===== config.mk =====
export PLATFORM = sky130hd
export DESIGN_NAME = accel_tilt_angles_flat
export DESIGN_NICKNAME = d
export VERILOG_FILES = /design/src/design/atl_pkg.sv /design/src/design/atl_channels.sv /design/src/design/atl_isqrt.sv /design/src/design/accel_tilt_angles.sv /design/src/flat_wrapper.sv
export SDC_FILE = /design/constraint.sdc
export NUM_CORES = 2
export LEC_CHECK = 0
export BUFFER_PORTS_ARGS = -buffer_cell sky130_fd_sc_hd__buf_4
export CAP_MARGIN = 10
export CELL_PAD_IN_SITES_DETAIL_PLACEMENT = 0
export CELL_PAD_IN_SITES_GLOBAL_PLACEMENT = 2
export CORE_UTILIZATION = 37
export CTS_CLUSTER_SIZE = 16
export DETAILED_ROUTE_END_ITERATION = 10
export PLACE_DENSITY = 0.74
export SYNTH_ARGS = -nofsm -noshare
export SYNTH_HDL_FRONTEND = slang
export SYNTH_SLANG_ARGS = --single-unit

===== constraint.sdc =====
create_clock -name clock -period 13.51 [get_ports clock]
set_input_delay 0.6755 -clock clock [delete_from_list [all_inputs] [get_ports clock]]
set_output_delay 0.6755 -clock clock [all_outputs]
set_load 0.01 [all_outputs]

===== src/design/atl_pkg.sv =====
// Shared types, constants and the arctangent table for the tilt angle block.
package atl_pkg;

   localparam int FULL_TENTHS = 900;
   localparam int ANGLE_STEPS_MAX = 24;
   localparam int ITER_W = $clog2(ANGLE_STEPS_MAX);
   localparam int SQRT_CYCLES = 16;
   localparam logic [7:0] REPORT_RESET = 8'd25;
   localparam logic [26:0] FULL_ANGLE_Q16 = 27'(FULL_TENTHS * 65536);

   typedef logic signed [15:0] sample_type;
   typedef logic signed [10:0] angle_type;
   typedef logic [ITER_W-1:0] iter_type;
   typedef logic [30:0] square_type;
   typedef logic [31:0] root_type;
   typedef logic signed [35:0] cordic_type;
   typedef logic signed [29:0] zacc_type;
   typedef logic [25:0] atan_type;

   typedef struct packed {
      logic busy;
      logic done;
   } sqrt_stat_type;

   function automatic atan_type atan_entry(input iter_type idx);
      atan_type val;
      unique case (idx)
         5'd0: val = 26'd29491200;
         5'd1: val = 26'd17409672;
         5'd2: val = 26'd9198793;
         5'd3: val = 26'd4669451;
         5'd4: val = 26'd2343786;
         5'd5: val = 26'd1173036;
         5'd6: val = 26'd586661;
         5'd7: val = 26'd293348;
         5'd8: val = 26'd146676;
         5'd9: val = 26'd73339;
         5'd10: val = 26'd36669;
         5'd11: val = 26'd18335;
         5'd12: val = 26'd9167;
         5'd13: val = 26'd4584;
         5'd14: val = 26'd2292;
         5'd15: val = 26'd1146;
         5'd16: val = 26'd573;
         5'd17: val = 26'd286;
         5'd18: val = 26'd143;
         5'd19: val = 26'd72;
         5'd20: val = 26'd36;
         5'd21: val = 26'd18;
         5'd22: val = 26'd9;
         5'd23: val = 26'd4;
         default: val = 26'd0;
      endcase
      return val;
   endfunction

endpackage


===== src/design/atl_channels.sv =====
// Valid/ready channel interfaces for the sample input and the angle result.
interface atl_req_if;
   logic valid;
   logic ready;
   atl_pkg::sample_type accel_x;
   atl_pkg::sample_type accel_y;
   atl_pkg::sample_type accel_z;

   modport source (output valid, output accel_x, output accel_y, output accel_z, input ready);
   modport sink (input valid, input accel_x, input accel_y, input accel_z, output ready);
endinterface

interface atl_rsp_if;
   logic valid;
   logic ready;
   atl_pkg::angle_type alpha_tenths;
   atl_pkg::angle_type beta_tenths;
   atl_pkg::angle_type gamma_tenths;

   modport source (output valid, output alpha_tenths, output beta_tenths,
                   output gamma_tenths, input ready);
   modport sink (input valid, input alpha_tenths, input beta_tenths,
                 input gamma_tenths, output ready);
endinterface


===== src/design/atl_isqrt.sv =====
// Iterative square root of a 32-bit value scaled by 2^32, two root bits per cycle.
module atl_isqrt (
   input  logic                    clock,
   input  logic                    reset,
   input  logic                    start,
   input  atl_pkg::root_type       operand,
   output atl_pkg::root_type       root,
   output atl_pkg::sqrt_stat_type  stat
);

   logic [63:0] rad_ff, rad_in;
   logic [33:0] rem_ff, rem_in;
   atl_pkg::root_type root_ff, root_in;
   logic [3:0] cnt_ff, cnt_in;
   logic busy_ff, busy_in;
   logic done_ff, done_in;

   logic [34:0] shifted_a, trial_a, shifted_b, trial_b;
   logic [33:0] rem_a, rem_b;
   atl_pkg::root_type root_a, root_b;

   always_comb begin
      shifted_a = {rem_ff[32:0], rad_ff[63:62]};
      trial_a = {1'b0, root_ff, 2'b01};
      if (shifted_a >= trial_a) begin
         rem_a = 34'(shifted_a - trial_a);
         root_a = {root_ff[30:0], 1'b1};
      end else begin
         rem_a = 34'(shifted_a);
         root_a = {root_ff[30:0], 1'b0};
      end
      shifted_b = {rem_a[32:0], rad_ff[61:60]};
      trial_b = {1'b0, root_a, 2'b01};
      if (shifted_b >= trial_b) begin
         rem_b = 34'(shifted_b - trial_b);
         root_b = {root_a[30:0], 1'b1};
      end else begin
         rem_b = 34'(shifted_b);
         root_b = {root_a[30:0], 1'b0};
      end
   end

   always_comb begin
      rad_in = rad_ff;
      rem_in = rem_ff;
      root_in = root_ff;
      cnt_in = cnt_ff;
      busy_in = busy_ff;
      done_in = 1'b0;
      if (start) begin
         rad_in = {operand, 32'd0};
         rem_in = '0;
         root_in = '0;
         cnt_in = '0;
         busy_in = 1'b1;
      end else if (busy_ff) begin
         rad_in = {rad_ff[59:0], 4'd0};
         rem_in = rem_b;
         root_in = root_b;
         cnt_in = cnt_ff + 4'd1;
         if (cnt_ff == 4'(atl_pkg::SQRT_CYCLES - 1)) begin
            busy_in = 1'b0;
            done_in = 1'b1;
         end
      end
   end

   always_ff @(posedge clock) begin
      if (reset) begin
         busy_ff <= 1'b0;
         done_ff <= 1'b0;
         cnt_ff <= '0;
      end else begin
         busy_ff <= busy_in;
         done_ff <= done_in;
         cnt_ff <= cnt_in;
      end
   end

   always_ff @(posedge clock) begin
      rad_ff <= rad_in;
      rem_ff <= rem_in;
      root_ff <= root_in;
   end

   assign root = root_ff;
   assign stat.busy = busy_ff;
   assign stat.done = done_ff;

endmodule


===== src/design/accel_tilt_angles.sv =====
// Top level of the decimating three-axis accelerometer tilt angle block.
//
//   channel   direction  handshake          contents
//   req_chan  in         valid / ready      accel_x, accel_y, accel_z
//   rsp_chan  out        valid / ready      alpha_tenths, beta_tenths, gamma_tenths
//   csr_*     in         write enable only  report_interval
//
// A sample that does not report, or whose three axes are all zero, leaves the sequencer idle.
// A reporting sample is squared per axis, then passes the square root unit (two root bits
// per cycle) and the shared CORDIC rotator, run once per axis, before the result is emitted.
// The input is ready only while the sequencer is idle; a result held in the output register
// does not block it.
// A second finished result waits in the sequencer until the output register is free.
// Reset is synchronous and restores the report interval to 25 and the sample count to zero.
module accel_tilt_angles #(
   parameter int CORDIC_STEPS = 16
) (
   input  logic             clock,
   input  logic             reset,
   atl_req_if.sink          req_chan,
   atl_rsp_if.source        rsp_chan,
   input  logic             csr_write_en,
   input  logic [7:0]       csr_write_data
);

   localparam int STEP_COUNT = (CORDIC_STEPS > atl_pkg::ANGLE_STEPS_MAX) ?
                               atl_pkg::ANGLE_STEPS_MAX : CORDIC_STEPS;
   localparam atl_pkg::iter_type LAST_ITER = atl_pkg::iter_type'(STEP_COUNT - 1);

   typedef enum logic [6:0] {
      ST_IDLE   = 7'b0000001,
      ST_SQUARE = 7'b0000010,
      ST_LAUNCH = 7'b0000100,
      ST_ROOT   = 7'b0001000,
      ST_ROT    = 7'b0010000,
      ST_FINISH = 7'b0100000,
      ST_EMIT   = 7'b1000000
   } state_type;

   state_type state_ff, state_in;
   logic [7:0] count_ff, count_in;
   logic [7:0] interval_ff, interval_in;
   logic [1:0] axis_ff, axis_in;
   atl_pkg::sample_type samp_ff [3];
   atl_pkg::sample_type samp_in [3];
   atl_pkg::square_type sq_ff [3];
   atl_pkg::square_type sq_in [3];
   atl_pkg::angle_type ang_ff [3];
   atl_pkg::angle_type ang_in [3];
   atl_pkg::cordic_type x_ff, x_in, y_ff, y_in;
   atl_pkg::zacc_type z_ff, z_in;
   atl_pkg::iter_type iter_ff, iter_in;
   logic rsp_valid_ff, rsp_valid_in;
   atl_pkg::angle_type alpha_ff, beta_ff, gamma_ff;

   logic accept;
   logic [8:0] next_count, limit;
   logic report;
   logic all_zero;
   atl_pkg::sample_type samp_cur;
   logic signed [31:0] sq_prod;
   logic signed [16:0] v_ext;
   logic [16:0] v_abs;
   atl_pkg::root_type sqrt_operand;
   atl_pkg::root_type sqrt_root;
   atl_pkg::sqrt_stat_type sqrt_stat;
   logic start_sqrt;
   logic emit_load;
   atl_pkg::cordic_type xs, ys, x_rot, y_rot;
   atl_pkg::zacc_type tab, z_rot;
   logic [26:0] z_clamp;
   logic [27:0] round_sum;
   logic [11:0] mag_wide;
   logic [9:0] mag;
   atl_pkg::angle_type angle_pos, angle_val;

   atl_isqrt u_isqrt (
      .clock   (clock),
      .reset   (reset),
      .start   (start_sqrt),
      .operand (sqrt_operand),
      .root    (sqrt_root),
      .stat    (sqrt_stat)
   );

   assign accept = req_chan.valid && req_chan.ready;
   assign req_chan.ready = (state_ff == ST_IDLE);
   assign next_count = {1'b0, count_ff} + 9'd1;
   assign limit = (interval_ff == 8'd0) ? 9'd1 : {1'b0, interval_ff};
   assign report = !(next_count < limit);
   assign all_zero = (req_chan.accel_x == '0) && (req_chan.accel_y == '0) &&
                     (req_chan.accel_z == '0);

   assign samp_cur = samp_ff[axis_ff];
   assign sq_prod = 32'(samp_cur) * 32'(samp_cur);
   assign v_ext = {samp_cur[15], samp_cur};
   assign v_abs = samp_cur[15] ? 17'(-v_ext) : 17'(v_ext);

   always_comb begin
      unique case (axis_ff)
         2'd0: sqrt_operand = {1'b0, sq_ff[1]} + {1'b0, sq_ff[2]};
         2'd1: sqrt_operand = {1'b0, sq_ff[0]} + {1'b0, sq_ff[2]};
         2'd2: sqrt_operand = {1'b0, sq_ff[0]} + {1'b0, sq_ff[1]};
         default: sqrt_operand = '0;
      endcase
   end

   always_comb begin
      xs = x_ff >>> iter_ff;
      ys = y_ff >>> iter_ff;
      tab = {4'd0, atl_pkg::atan_entry(iter_ff)};
      if (!y_ff[35]) begin
         x_rot = x_ff + ys;
         y_rot = y_ff - xs;
         z_rot = z_ff + tab;
      end else begin
         x_rot = x_ff - ys;
         y_rot = y_ff + xs;
         z_rot = z_ff - tab;
      end
   end

   always_comb begin
      if (z_ff[29]) begin
         z_clamp = '0;
      end else if (z_ff[28:0] > {2'b00, atl_pkg::FULL_ANGLE_Q16}) begin
         z_clamp = atl_pkg::FULL_ANGLE_Q16;
      end else begin
         z_clamp = z_ff[26:0];
      end
      round_sum = {1'b0, z_clamp} + 28'h0008000;
      mag_wide = round_sum[27:16];
      mag = (mag_wide > 12'(atl_pkg::FULL_TENTHS)) ? 10'(atl_pkg::FULL_TENTHS) : mag_wide[9:0];
      angle_pos = {1'b0, mag};
      angle_val = samp_cur[15] ? -angle_pos : angle_pos;
   end

   always_comb begin
      state_in = state_ff;
      count_in = count_ff;
      interval_in = csr_write_en ? csr_write_data : interval_ff;
      axis_in = axis_ff;
      samp_in = samp_ff;
      sq_in = sq_ff;
      ang_in = ang_ff;
      x_in = x_ff;
      y_in = y_ff;
      z_in = z_ff;
      iter_in = iter_ff;
      start_sqrt = 1'b0;
      emit_load = 1'b0;
      unique case (state_ff)
         ST_IDLE: begin
            if (accept) begin
               samp_in[0] = req_chan.accel_x;
               samp_in[1] = req_chan.accel_y;
               samp_in[2] = req_chan.accel_z;
               count_in = report ? 8'd0 : next_count[7:0];
               if (report && !all_zero) begin
                  axis_in = 2'd0;
                  state_in = ST_SQUARE;
               end
            end
         end
         ST_SQUARE: begin
            sq_in[axis_ff] = sq_prod[30:0];
            if (axis_ff == 2'd2) begin
               axis_in = 2'd0;
               state_in = ST_LAUNCH;
            end else begin
               axis_in = axis_ff + 2'd1;
            end
         end
         ST_LAUNCH: begin
            start_sqrt = 1'b1;
            state_in = ST_ROOT;
         end
         ST_ROOT: begin
            if (sqrt_stat.done) begin
               x_in = {4'd0, sqrt_root};
               y_in = {3'd0, v_abs, 16'd0};
               z_in = '0;
               iter_in = '0;
               state_in = ST_ROT;
            end
         end
         ST_ROT: begin
            x_in = x_rot;
            y_in = y_rot;
            z_in = z_rot;
            iter_in = iter_ff + 1'b1;
            if (iter_ff == LAST_ITER) begin
               state_in = ST_FINISH;
            end
         end
         ST_FINISH: begin
            ang_in[axis_ff] = angle_val;
            if (axis_ff == 2'd2) begin
               axis_in = 2'd0;
               state_in = ST_EMIT;
            end else begin
               axis_in = axis_ff + 2'd1;
               state_in = ST_LAUNCH;
            end
         end
         ST_EMIT: begin
            if (!rsp_valid_ff || rsp_chan.ready) begin
               emit_load = 1'b1;
               state_in = ST_IDLE;
            end
         end
         default: begin
            state_in = ST_IDLE;
         end
      endcase
   end

   always_comb begin
      rsp_valid_in = rsp_valid_ff;
      if (rsp_valid_ff && rsp_chan.ready) begin
         rsp_valid_in = 1'b0;
      end
      if (emit_load) begin
         rsp_valid_in = 1'b1;
      end
   end

   always_ff @(posedge clock) begin
      if (reset) begin
         state_ff <= ST_IDLE;
         count_ff <= '0;
         interval_ff <= atl_pkg::REPORT_RESET;
         axis_ff <= '0;
         iter_ff <= '0;
         rsp_valid_ff <= 1'b0;
      end else begin
         state_ff <= state_in;
         count_ff <= count_in;
         interval_ff <= interval_in;
         axis_ff <= axis_in;
         iter_ff <= iter_in;
         rsp_valid_ff <= rsp_valid_in;
      end
   end

   always_ff @(posedge clock) begin
      samp_ff <= samp_in;
      sq_ff <= sq_in;
      ang_ff <= ang_in;
      x_ff <= x_in;
      y_ff <= y_in;
      z_ff <= z_in;
      if (emit_load) begin
         alpha_ff <= ang_ff[0];
         beta_ff <= ang_ff[1];
         gamma_ff <= ang_ff[2];
      end
   end

   assign rsp_chan.valid = rsp_valid_ff;
   assign rsp_chan.alpha_tenths = alpha_ff;
   assign rsp_chan.beta_tenths = beta_ff;
   assign rsp_chan.gamma_tenths = gamma_ff;

   a_done_in_root: assert property (@(posedge clock) disable iff (reset)
      sqrt_stat.done |-> state_ff == ST_ROOT)
      else $error("Square root finished outside of the root wait state.");

   a_busy_blocks_input: assert property (@(posedge clock) disable iff (reset)
      sqrt_stat.busy |-> !req_chan.ready)
      else $error("Input is ready while the square root unit is busy.");

   a_iter_bound: assert property (@(posedge clock) disable iff (reset)
      state_ff == ST_ROT |-> iter_ff <= LAST_ITER)
      else $error("Rotation index ran past the last step.");

   a_square_after_accept: assert property (@(posedge clock) disable iff (reset)
      (state_ff == ST_SQUARE && $past(state_ff) == ST_IDLE) |->
         $past(req_chan.valid && req_chan.ready))
      else $error("Angle computation started without an accepted item.");

   a_rsp_range: assert property (@(posedge clock) disable iff (reset)
      rsp_valid_ff |-> (alpha_ff >= -11'sd900 && alpha_ff <= 11'sd900 &&
                        beta_ff >= -11'sd900 && beta_ff <= 11'sd900 &&
                        gamma_ff >= -11'sd900 && gamma_ff <= 11'sd900))
      else $error("Result angle outside of plus or minus ninety degrees.");

endmodule

===== src/flat_wrapper.sv =====
// flat-port wrapper written by rule: the top's interface ports become plain ports
module accel_tilt_angles_flat 
#(
   parameter int CORDIC_STEPS = 16
)
  (clock, reset, csr_write_en, csr_write_data, req_chan_valid, req_chan_accel_x, req_chan_accel_y, req_chan_accel_z, req_chan_ready, rsp_chan_valid, rsp_chan_alpha_tenths, rsp_chan_beta_tenths, rsp_chan_gamma_tenths, rsp_chan_ready);
  atl_req_if req_chan_i ();
  atl_rsp_if rsp_chan_i ();
  input  logic clock;
  input  logic reset;
  input  logic csr_write_en;
  input  logic [7:0] csr_write_data;
  input wire logic [$bits(req_chan_i.valid)-1:0] req_chan_valid;
  input wire logic [$bits(req_chan_i.accel_x)-1:0] req_chan_accel_x;
  input wire logic [$bits(req_chan_i.accel_y)-1:0] req_chan_accel_y;
  input wire logic [$bits(req_chan_i.accel_z)-1:0] req_chan_accel_z;
  output wire logic [$bits(req_chan_i.ready)-1:0] req_chan_ready;
  output wire logic [$bits(rsp_chan_i.valid)-1:0] rsp_chan_valid;
  output wire logic [$bits(rsp_chan_i.alpha_tenths)-1:0] rsp_chan_alpha_tenths;
  output wire logic [$bits(rsp_chan_i.beta_tenths)-1:0] rsp_chan_beta_tenths;
  output wire logic [$bits(rsp_chan_i.gamma_tenths)-1:0] rsp_chan_gamma_tenths;
  input wire logic [$bits(rsp_chan_i.ready)-1:0] rsp_chan_ready;
  assign req_chan_i.valid = req_chan_valid;
  assign req_chan_i.accel_x = req_chan_accel_x;
  assign req_chan_i.accel_y = req_chan_accel_y;
  assign req_chan_i.accel_z = req_chan_accel_z;
  assign req_chan_ready = req_chan_i.ready;
  assign rsp_chan_valid = rsp_chan_i.valid;
  assign rsp_chan_alpha_tenths = rsp_chan_i.alpha_tenths;
  assign rsp_chan_beta_tenths = rsp_chan_i.beta_tenths;
  assign rsp_chan_gamma_tenths = rsp_chan_i.gamma_tenths;
  assign rsp_chan_i.ready = rsp_chan_ready;
  accel_tilt_angles #(.CORDIC_STEPS(CORDIC_STEPS)) u_core (.clock(clock), .reset(reset), .req_chan(req_chan_i), .rsp_chan(rsp_chan_i), .csr_write_en(csr_write_en), .csr_write_data(csr_write_data));
endmodule

==> results.yml <==
cts:
  cts_hold_buf: 0
  cts_tree: "yes"
  cts_root_buf: "clkbuf_16"
  htreeDepth: 2
  clockBufferDepth: 3
  clkSlewWorstSetupHoldPaths_ns: 0.08
  cts_made_buffers: 57
  clock_sinks: 465
  clock_latency_ns: 0.70
  cts_resized: 0
  postCtsSetupRepairBufs: 0
power_and_ir_drop:
  p_switching_w: 0.00574
  switching_share: 0.484
  p_clk_frac: 0.137
  p_comb_frac: 0.662
  seqPwrFrac: 0.201
  power.density_nw_per_um2: 237
  p_int_w: 0.00612
  ir_drop_mv: 0.382
  p_leak_nw: 20.8
drt:
  wirelength_mm: 146
  drt_iter0_markers: 2768
  via_per_inst: 5.56
  drc: 0
  routedWlPerCell_um: 21.7
  dr.pass1.iters: 5
  ant_nets: 0
  vias: 37300
place:
  hpwl_mm: 112
  portBuffers: 95
  post-place-ws_ns: 4.80
  placed_area_sq_um: 48100
  gp_congestion: 0.913
sta:
  slew_viol_final: 0
  slew_headroom: 0.230
  worst_pin_slew_ns: 1.16
  finalSetupTns_ns: 0
  max_freq_ghz: 0.114
  rsz0062_at_grt: "false"
  setup_ws_ns: 4.71
  setup_viol: 0
  period_share: 0.652
  finClkSkew_ns: 0.0572
  period_needed_ns: 8.80
  hold_viol: 0
finish:
  multi_input_area_sq_um: 30400
  final_common_cell: "nor2_1"
  nFillCells: 12400
  area_growth_pct: 9.28
  mostFrequentLayoutCells: "495 x nor2_1, 486 x inv_1, 477 x nand2_1, 344 x a21oi_1, 341 x ha_1"
  regArea_sq_um: 12700
  fin_area_sq_um: 50100
  drive_above_1_share: 0.0883
  finalNetCount: 5671
die:
  initial_core_util: 0.374
  rows: 128
  core_area_sq_um: 122000
  io_pins: 96
  die_h_um: 354
  dieArea_sq_um: 125000
  die-width_um: 354
synthesis:
  ys_top_cells_by_area: "edfxtp_1 22%, fa_1 10%, ha_1 9.3%"
  ys_ff_latch: 465
  synth_edf_count: 338
  ys_warn_count: 0
  avgSynthCellArea_sq_um: 9.10
  syn-num-nets: 5674
  ys_seq_area_frac: 0.277
  synth_cell_type_count: 103
  synth-main-ff-cell: "edfxtp_1"
  syn_area_sq_um: 45800
  yosys.area.top_type_share: 0.222
  syn_inst: 5037
  synth_area_leader_cell: "edfxtp_1"
  async_reset_ff_frac: 0
setup_path:
  criticalPathCategory: "reg2reg"
  critPathMaxFanout: 48
  worstPathRequired_ns: 13.93
  max_stage_delay_ns: 0.84
  cp-start-kind: "flop"
  crit_arrival_ns: 9.23
  endpoint_kind: "flop"
  critPathSlowestCell: "a21oi_1"
global_routing:
  antenna_found_initial: 3
  grt_pass1_wl_mm: 225
  grt_pass1_vias: 37000
  overflow: 0
  grt_max_degree: 70
  grt_usage: 0.230
worst_hold_path:
  worstHoldPathType: "in2reg"
run_status:
  status: "finished, final reports clean"
run:
  drv_cap: 0
==> synth_stat cells, types with 41 or more instances <==
library cell,instances
ha_1,341
a31oi_1,58
nor3_1,104
nor2_1,499
xnor2_1,221
xor2_1,111
nand3_1,64
dfxtp_1,127
o21ai_0,255
fa_1,235
clkbuf_1,144
nand2b_1,48
a21o_1,129
nand2_1,477
and2_1,43
mux2i_1,100
edfxtp_1,338
o21a_1,68
a211oi_1,51
and3_1,45
mux4_2,105
nor4_1,41
inv_1,488
a21oi_1,345
==> path summary, 6_finish.rpt <==
kind                   startpoint                               to  slack (ns)  cells past startpoint
min          req_chan_accel_y[14]               u_core.samp_ff[30]        0.16                      1
max             u_core.axis_ff[0]                 u_core.sq_ff[29]        4.71                     28
max reg2reg     u_core.axis_ff[0]                 u_core.sq_ff[29]        4.71                     28
min reg2reg     u_core.ang_ff[22]  u_core.rsp_chan.alpha_tenths[0]        0.42                      0
==> flip-flops by register name, summed over array words and instances (netlist names), 32 cells and up <==
name	flops
u_core.ang_ff	33
u_core.samp_ff	48
u_core.sq_ff	90
u_core.u_isqrt.rad_ff	32
u_core.u_isqrt.rem_ff	33
u_core.u_isqrt.root	32
u_core.x_ff	36
u_core.y_ff	36
==> metal layers <==
| metal | global-route usage | part of all wire | vias up |
|---|---|---|---|
| li1 | - | - | 17900 |
| met1 | 0.333 | 0.48 | 18300 |
| met2 | 0.368 | 0.46 | 875 |
| met3 | 0.0247 | 0.044 | 155 |
| met4 | 0.0522 | 0.020 | 2 |
| met5 | 0 | 0.000082 | - |
==> critical path, delay by kind of cell (launching register included) <==
kind | cells | cell delay (ns)
fa+ha+maj | 7 | 3.42
compound gates | 11 | 2.73
buf+inv | 7 | 1.22
flops | 1 | 0.72
simple gates | 2 | 0.32
xor+xnor | 1 | 0.11
==> cells by family (layout without fill, tap and decap cells) <==
group | Yosys count | after routing | share of synthesized area
AOI/OAI and AO/OA | 1214 | 1214 | 0.170
DFF | 465 | 465 | 0.277
and+or+nand+nor | 1515 | 1515 | 0.153
adders and majority gates | 576 | 576 | 0.196
muxes | 230 | 230 | 0.0799
xor gates and xnor gates | 332 | 332 | 0.0635
buffers and inverters | 705 | 751 | 0.0607
other | 0 | 1 | 0
==> metrics by stage <==
| step | std cells | power [W] | utilization | hold WS, ns |
|---|---|---|---|---|
| 3_5_place_dp | 6600 | 0.0103 | 0.393 | 0.405 |
| 6_report | 6709 | 0.0119 | 0.409 | 0.163 |
| 5_1_grt | 6708 | 0.0129 | 0.409 | 0.138 |
| 2_1_floorplan | 5037 | 0.00789 | - | 0.400 |
| 3_3_place_gp | 6600 | 0.0103 | 0.393 | 0.401 |
| 4_1_cts | 6708 | 0.0120 | 0.409 | 0.110 |
==> power by group through the flow <==
stage	combinational [W]	clock [W]	sequential (W)
final	0.00785	0.00163	0.00239
after detailed placement	0.00787	0	0.00242
after floorplan	0.00550	0	0.00239
after CTS	0.00792	0.00168	0.00239
after global routing	0.00874	0.00172	0.00240
after global placement	0.00784	0	0.00242
==> final cells by class <==
type,count,share of cell area
Timing Repair Buffer,141,0.0211
Inverter,502,0.0377
Sequential cell,465,0.254
Clock inverter,38,0.00742
Antenna cell,1,0.0000500
Clock buffer,70,0.0317
Multi-Input combinational cell,3867,0.607
Tap cell,1625,0.0406
(Power assumes the default switching activity.)
